$ cat config.mk
export PLATFORM = sky130hd
export DESIGN_NAME = kcq_ctrl
export DESIGN_NICKNAME = d
export VERILOG_FILES = /design/src/hdl/kcq_pkg.sv /design/src/hdl/kcq_ctrl.sv
export SDC_FILE = /design/constraint.sdc
export NUM_CORES = 1
export LEC_CHECK = 0
export BUFFER_PORTS_ARGS = -buffer_cell sky130_fd_sc_hd__buf_2
export CORE_MARGIN = 3
export CORE_UTILIZATION = 35
export DETAILED_ROUTE_END_ITERATION = 8
export PLACE_DENSITY = 0.67
export SLEW_MARGIN = 20
export SYNTH_ARGS = -nofsm -noshare
export SYNTH_HDL_FRONTEND = slang
export SYNTH_SLANG_ARGS = --single-unit
$ cat constraint.sdc
create_clock -name clk -period 2.2 [get_ports clk]
set_clock_uncertainty 0.2 [all_clocks]
set_input_delay 0.11 -clock clk [delete_from_list [all_inputs] [get_ports clk]]
set_output_delay 0.11 -clock clk [all_outputs]
set_load 0.02 [all_outputs]
$ cat src/hdl/kcq_pkg.sv
package kcq_pkg;

  localparam int PIX_AW     = 16;
  localparam int PIX_DEPTH  = 65536;
  localparam int NCLUST     = 16;
  localparam int CLW        = 4;
  localparam int SUMW       = 24;
  localparam int CNTW       = 17;
  localparam int DISTW      = 18;

  localparam logic [1:0] CFG_CLUSTER_COUNT  = 2'd0;
  localparam logic [1:0] CFG_MAX_ITERATIONS = 2'd1;
  localparam logic [1:0] CFG_INIT_STRIDE    = 2'd2;
  localparam logic [1:0] CFG_GRAY_OUTPUT    = 2'd3;

  localparam logic [1:0] ST_DONE      = 2'd0;
  localparam logic [1:0] ST_READ      = 2'd1;
  localparam logic [1:0] ST_BAD_INDEX = 2'd2;
  localparam logic [1:0] ST_DONE_DROP = 2'd3;

  typedef struct packed {
    logic load;
    logic rd_start;
    logic init_start;
    logic init_rd;
    logic init_wr;
    logic pass_start;
    logic px_rd;
    logic measure;
    logic acc;
    logic div_start;
    logic upd_wr;
    logic pass_end;
    logic resp_done;
    logic resp_read;
  } kcq_cmd_t;

  typedef struct packed {
    logic i_last;
    logic p_last;
    logic div_done;
    logic more;
    logic out_free;
  } kcq_sts_t;

endpackage

$ cat src/hdl/kcq_ctrl.sv
module kcq_ctrl (
  input  logic              clk,
  input  logic              rst_n,
  input  logic              in_valid,
  input  logic              in_mode,
  input  logic              in_last,
  output logic              in_ready,
  input  kcq_pkg::kcq_sts_t  sts,
  output kcq_pkg::kcq_cmd_t  cmd
);
  import kcq_pkg::*;

  localparam logic [3:0] S_IDLE     = 4'd0;
  localparam logic [3:0] S_RD       = 4'd1;
  localparam logic [3:0] S_INIT_A   = 4'd2;
  localparam logic [3:0] S_INIT_W   = 4'd3;
  localparam logic [3:0] S_PASS_S   = 4'd4;
  localparam logic [3:0] S_PX_RD    = 4'd5;
  localparam logic [3:0] S_DIST     = 4'd6;
  localparam logic [3:0] S_ACC      = 4'd7;
  localparam logic [3:0] S_UPD_S    = 4'd8;
  localparam logic [3:0] S_UPD_WAIT = 4'd9;
  localparam logic [3:0] S_UPD_W    = 4'd10;
  localparam logic [3:0] S_PASS_END = 4'd11;
  localparam logic [3:0] S_DONE     = 4'd12;

  logic [3:0] state_r, state_nxt;

  assign in_ready = (state_r == S_IDLE);

  always_comb begin
    state_nxt = state_r;
    cmd       = '0;
    case (state_r)
      S_IDLE: begin
        if (in_valid) begin
          if (!in_mode) begin
            cmd.load = 1'b1;
            if (in_last) begin
              cmd.init_start = 1'b1;
              state_nxt      = S_INIT_A;
            end
          end else begin
            cmd.rd_start = 1'b1;
            state_nxt    = S_RD;
          end
        end
      end
      S_RD: begin
        if (sts.out_free) begin
          cmd.resp_read = 1'b1;
          state_nxt     = S_IDLE;
        end
      end
      S_INIT_A: begin
        cmd.init_rd = 1'b1;
        state_nxt   = S_INIT_W;
      end
      S_INIT_W: begin
        cmd.init_wr = 1'b1;
        state_nxt   = sts.i_last ? S_PASS_S : S_INIT_A;
      end
      S_PASS_S: begin
        cmd.pass_start = 1'b1;
        state_nxt      = S_PX_RD;
      end
      S_PX_RD: begin
        cmd.px_rd = 1'b1;
        state_nxt = S_DIST;
      end
      S_DIST: begin
        cmd.measure = 1'b1;
        if (sts.i_last) state_nxt = S_ACC;
      end
      S_ACC: begin
        cmd.acc   = 1'b1;
        state_nxt = sts.p_last ? S_UPD_S : S_PX_RD;
      end
      S_UPD_S: begin
        cmd.div_start = 1'b1;
        state_nxt     = S_UPD_WAIT;
      end
      S_UPD_WAIT: begin
        if (sts.div_done) state_nxt = S_UPD_W;
      end
      S_UPD_W: begin
        cmd.upd_wr = 1'b1;
        state_nxt  = sts.i_last ? S_PASS_END : S_UPD_S;
      end
      S_PASS_END: begin
        cmd.pass_end = 1'b1;
        state_nxt    = sts.more ? S_PASS_S : S_DONE;
      end
      S_DONE: begin
        if (sts.out_free) begin
          cmd.resp_done = 1'b1;
          state_nxt     = S_IDLE;
        end
      end
      default: state_nxt = S_IDLE;
    endcase
  end

  always_ff @(posedge clk) begin
    if (!rst_n) state_r <= S_IDLE;
    else        state_r <= state_nxt;
  end

  a_resp_free: assert property (@(posedge clk) disable iff (!rst_n)
    (cmd.resp_done || cmd.resp_read) |-> sts.out_free) else $error("result overwrite");
  a_excl: assert property (@(posedge clk) disable iff (!rst_n)
    $onehot0({cmd.load, cmd.rd_start, cmd.init_wr, cmd.acc, cmd.upd_wr,
              cmd.resp_done, cmd.resp_read})) else $error("command clash");
  a_resp_idle: assert property (@(posedge clk) disable iff (!rst_n)
    (cmd.resp_done || cmd.resp_read) |=> state_r == S_IDLE) else $error("no return to idle");

endmodule

Yosys cells after proc, flatten, opt, wreduce, memory -nomap -nowiden
Cells that the tools add are included. Widths: inputs -> output; s select.

Memories kept: 0. Bits in registers: 4. Input port bits: 10. ROM bits: 0. Logic and storage cells: 50. Latch bits: 0. Output and inout bits: 15. RAM bits: 0.

$add $sub $neg: 0. Multiplexer cells: 29. Magnitude comparators: 0. Shifts and indexed selects: 0. Bitwise logic cells: 0. Div/mod/pow operators: 0. Multiply operators: 0. Reductions and logical operators: 3. Equal/unequal tests: 17.

Operators by type and width (count): $pmux 4 s12 (1); $mux 4 (8); $eq 4x4->1 const B (5); $eq 4x3->1 const B (4); $mux 1 (16); $mux 3 (3); $eq 4x2->1 const B (2); $ne 2x2->1 const B (3); $reduce_and 5->1 (1); $eq 4x1->1 const B (1); $logic_not 4->1 (1); $ne 3x3->1 const B (1); $mux 2 (1); $ne 2x1->1 const B (1); $reduce_or 2->1 (1).

Depth between registers and ports, before layout
Word-level depth: 4. Mapped depth: 5. Depth with buffers taken out: 4.

Least setup slack after synthesis
No wires, ideal clock.

Path kind: register to output. Start: register state_r[0]. End: output port cmd[11] (netlist name). Arrival: 1751 ps. Required time: 1890 ps. Path buffers: 0. Path slack: 139 ps. Stages on the path, launching flop included: 5. Cell sequence: dfxtp_1 nor4_2 nand2_1 nor2_1 and2_1.

RTL lines: from (decl) (RTL line kcq_ctrl.sv:27) `logic [3:0] state_r, state_nxt;`; from (signal assigned) (RTL line kcq_ctrl.sv:106) `else state_r <= state_nxt;`; to (decl) (RTL line kcq_ctrl.sv:9) `output kcq_pkg::kcq_cmd_t cmd`.

==> flow_summary.yaml <==
setup_path:
  crit_path_cell_trace: "nor4_2 > nand2_1 > nor2_1 > and2_1 > buf_2"
  worstRegToRegCells: 4
  logic_depth_of_the_worst_path_buffers_included: 5
  critical_path_class: "reg -> out"
  worst_ep_required_time_ps: 1890
  critical-path-top-delay-family: "simple AND/OR/NAND/NOR gates"
  critPathArrivalTime_ps: 1640
  slowest_delay_ps: 450
  reg2reg_slack_ps: 350
  worstReg2RegEnd: "state_r[1]"
  slowest_stage: "sky130_fd_sc_hd__dfxtp_1"
  cp_num_buf_inv: 1
  worstPathMaxFanout: 16
  worst_setup_path_end_kind: "output pin"
  worst_r2r_startpoint: "state_r[2]"
  cp_startpoint_kind: "register"
clock_tree:
  clk_latency_ps: 240
  tritoncts_num_sinks: 4
  clock_buffer_count_from_cts: 3
  ctsHoldBuffers: 1
  cts_root_buffer: "sky130_fd_sc_hd__clkbuf_4"
  ctsHtreeMaxLevel: 1
  post_cts_resize_count: 0
  cts_max_path_buffers: 2
  cts_post_setup_buffers_inserted: 0
  clkTransAtPathRegs_ps: 40
  clock_tree_from_tritoncts: "done"
timing:
  finalCritPeriodShare_pct: 88.5
  hold_viol: 0
  worst-slew-pin-transition_ps: 555
  finalSetupViolCount: 0
  final.min_clock_period_ps: 1950
  achievable-frequency_mhz: 514
  fin_worst_hold_slack_ps: 116
  grt_setup_unrepaired: "no"
  maxSlewViolCount: 0
  setup_total_negative_slack_ps: 0
  slew_headroom_pct: 63.0
die:
  die_h_microns: 44.7
  core_region_area_sq_um: 1350
  fp-row-count: 13
  design.die.area_sq_um: 2000
  chipWidth_microns: 44.7
  io_pins: 25
  floorplan.initialDensity_pct: 38.8
status:
  run_status: "complete, no violations"
yosys:
  netlist_instances: 72
  yosys_register_bits: 4
  seq_area_frac_synth_pct: 15.3
  synth_fp_nets: 82
  yosys_warnings: 0
  netlist_area_before_placement_sq_um: 524
  synth_cell_types: 41
  post_synth.cell_area_avg_sq_um: 7.28
layout:
  layout_common_cells: "24 x sky130_fd_sc_hd__buf_2, 9 x sky130_fd_sc_hd__nor2_1, 5 x sky130_fd_sc_hd__nand2_1, 5 x sky130_fd_sc_hd__o21ai_0"
  final_common_cell: "sky130_fd_sc_hd__buf_2"
  largestRegisters: "state_r (4)"
  layout-drive-gt1-share_pct: 41.8
  antenna-diode-count: 0
  area_growth_pct: 29.4
  design.final.nets: 110
  fill_cells: 142
  number_of_flip_flops_in_the_largest_register: 4
  regMostFlops: "state_r"
  finalNonFillerCells: 113
pwr:
  vdd_drop_max_mv: 0.629
  total_leakage_power_nw: 0.327
  totalPowerFinal_mw: 0.814
  p_per_area_nw_per_um2: 1200
placed_design:
  globalplace.congestion: 0.808
  placement.io_buffers: 24
  place_inst: 109
  place.detailed.hpwl_mm: 1.09
hold_path:
  min_from: "sts[3]"
  min-delay-path-class: "in -> reg"
  worst_hold_path.num_cells: 3
  hold_path_end: "state_r[0]"
job:
  maxCapViolCount: 0
route:
  wire_per_inst_microns: 12.4
  ant_nets: 0
  via_per_inst: 5.48
  drc_violation_total_after_the_first_tritonroute_iteration: 10
  finalWirelength_mm: 1.40
  route.detailed.drc: 0
  detailroute.via_count: 619
  drtPass1Iterations: 4
grt:
  grt_pass1_vias: 549
  globalRouteTotalUtil_pct: 15.5
  grt_pass1_wl_mm: 2.26
  antenna_found_initial: 0
  grt_start_max_net_pins: 18
  global_route.overflow_total: 0
power breakdown:
group          leakage (nW)  total (mW)  switching (mW)  internal (mW)
clock                0.0138      0.0936          0.0324         0.0611
sequential           0.0328       0.196          0.0952          0.101
combinational         0.280       0.524           0.287          0.237
total                 0.327       0.814           0.415          0.399
logic make-up after synthesis:
group | share of synthesized area, %
buf+inv | 10.5
simple gates | 43.7
compound gates | 27.0
xor+xnor | 1.67
flops | 15.3
mux | 1.91
routing by layer:
layer  track usage, %  vias to the layer above  wire, microns  share of wire [%]
met3             3.59                        3            124                8.9
met5                0                        -              0                  0
met2             24.9                       27            649                 46
met1             19.3                      275            608                 44
met4             7.23                        0             14                1.0
li1                 -                      314              -                  -
synthesized netlist by cell type (all sizes together):
library cell	number	share of area, %
or3	1	1.4
nor2b	1	1.2
a211oi	1	2.4
dfxtp	4	15
and3b	1	1.7
and2	2	2.6
nand2b	3	3.6
xnor2	1	1.7
or4	1	2.1
or2b	1	1.7
nor3b	2	2.9
buf	1	2.1
o32ai	1	1.7
nor3	4	3.8
nor4	2	3.6
clkbuf	4	5.5
a21o	1	1.4
a311oi	1	1.7
a41o	1	1.9
a22oi	1	2.4
and4bb	1	2.4
or2	1	1.2
nor2	9	6.4
nand2	6	4.8
a31oi	3	3.6
nand3	1	0.95
inv	4	2.9
and3	2	3.3
o221a	1	2.1
a21oi	2	1.9
o21ai	6	6.4
mux2i	1	1.9
o211ai	1	1.4
stage by stage:
stage | setup slack [ps] | area (sq um) | util, %
3_3_place_gp | 421 | 646 | 47.8
3_5_place_dp | 389 | 646 | 47.8
5_1_grt | 113 | 678 | 50.2
6_report | 253 | 678 | 50.2
2_1_floorplan | 139 | 524 | -
4_1_cts | 232 | 678 | 50.2
how the worst max path moves through the flow:
stage / start / to / slack [ps]
finish: state_r[1] / cmd[11] / 250
CTS: state_r[1] / cmd[11] / 230
global route: state_r[1] / cmd[11] / 110
detailed placement: state_r[2] / state_r[1] / 390
global placement: state_r[2] / state_r[1] / 420
floorplan: state_r[0] / cmd[11] / 140
area by class of cell:
cell class	count	area, sq um	share of cell area (%)
Multi-Input combinational cell	59	389	57.4
Timing Repair Buffer	28	153	22.5
Sequential cell	4	80.1	11.8
Clock buffer	3	22.5	3.32
Tap cell	15	18.8	2.77
Inverter	4	15.0	2.21
worst register-to-register path: stages (launching register included):
cell                       delay, ps
sky130_fd_sc_hd__dfxtp_1         660
sky130_fd_sc_hd__and4bb_1        330
sky130_fd_sc_hd__a22oi_2         110
sky130_fd_sc_hd__and3_4          200
sky130_fd_sc_hd__o221a_1         240
No activity file was read; power rests on OpenSTA's default activity.
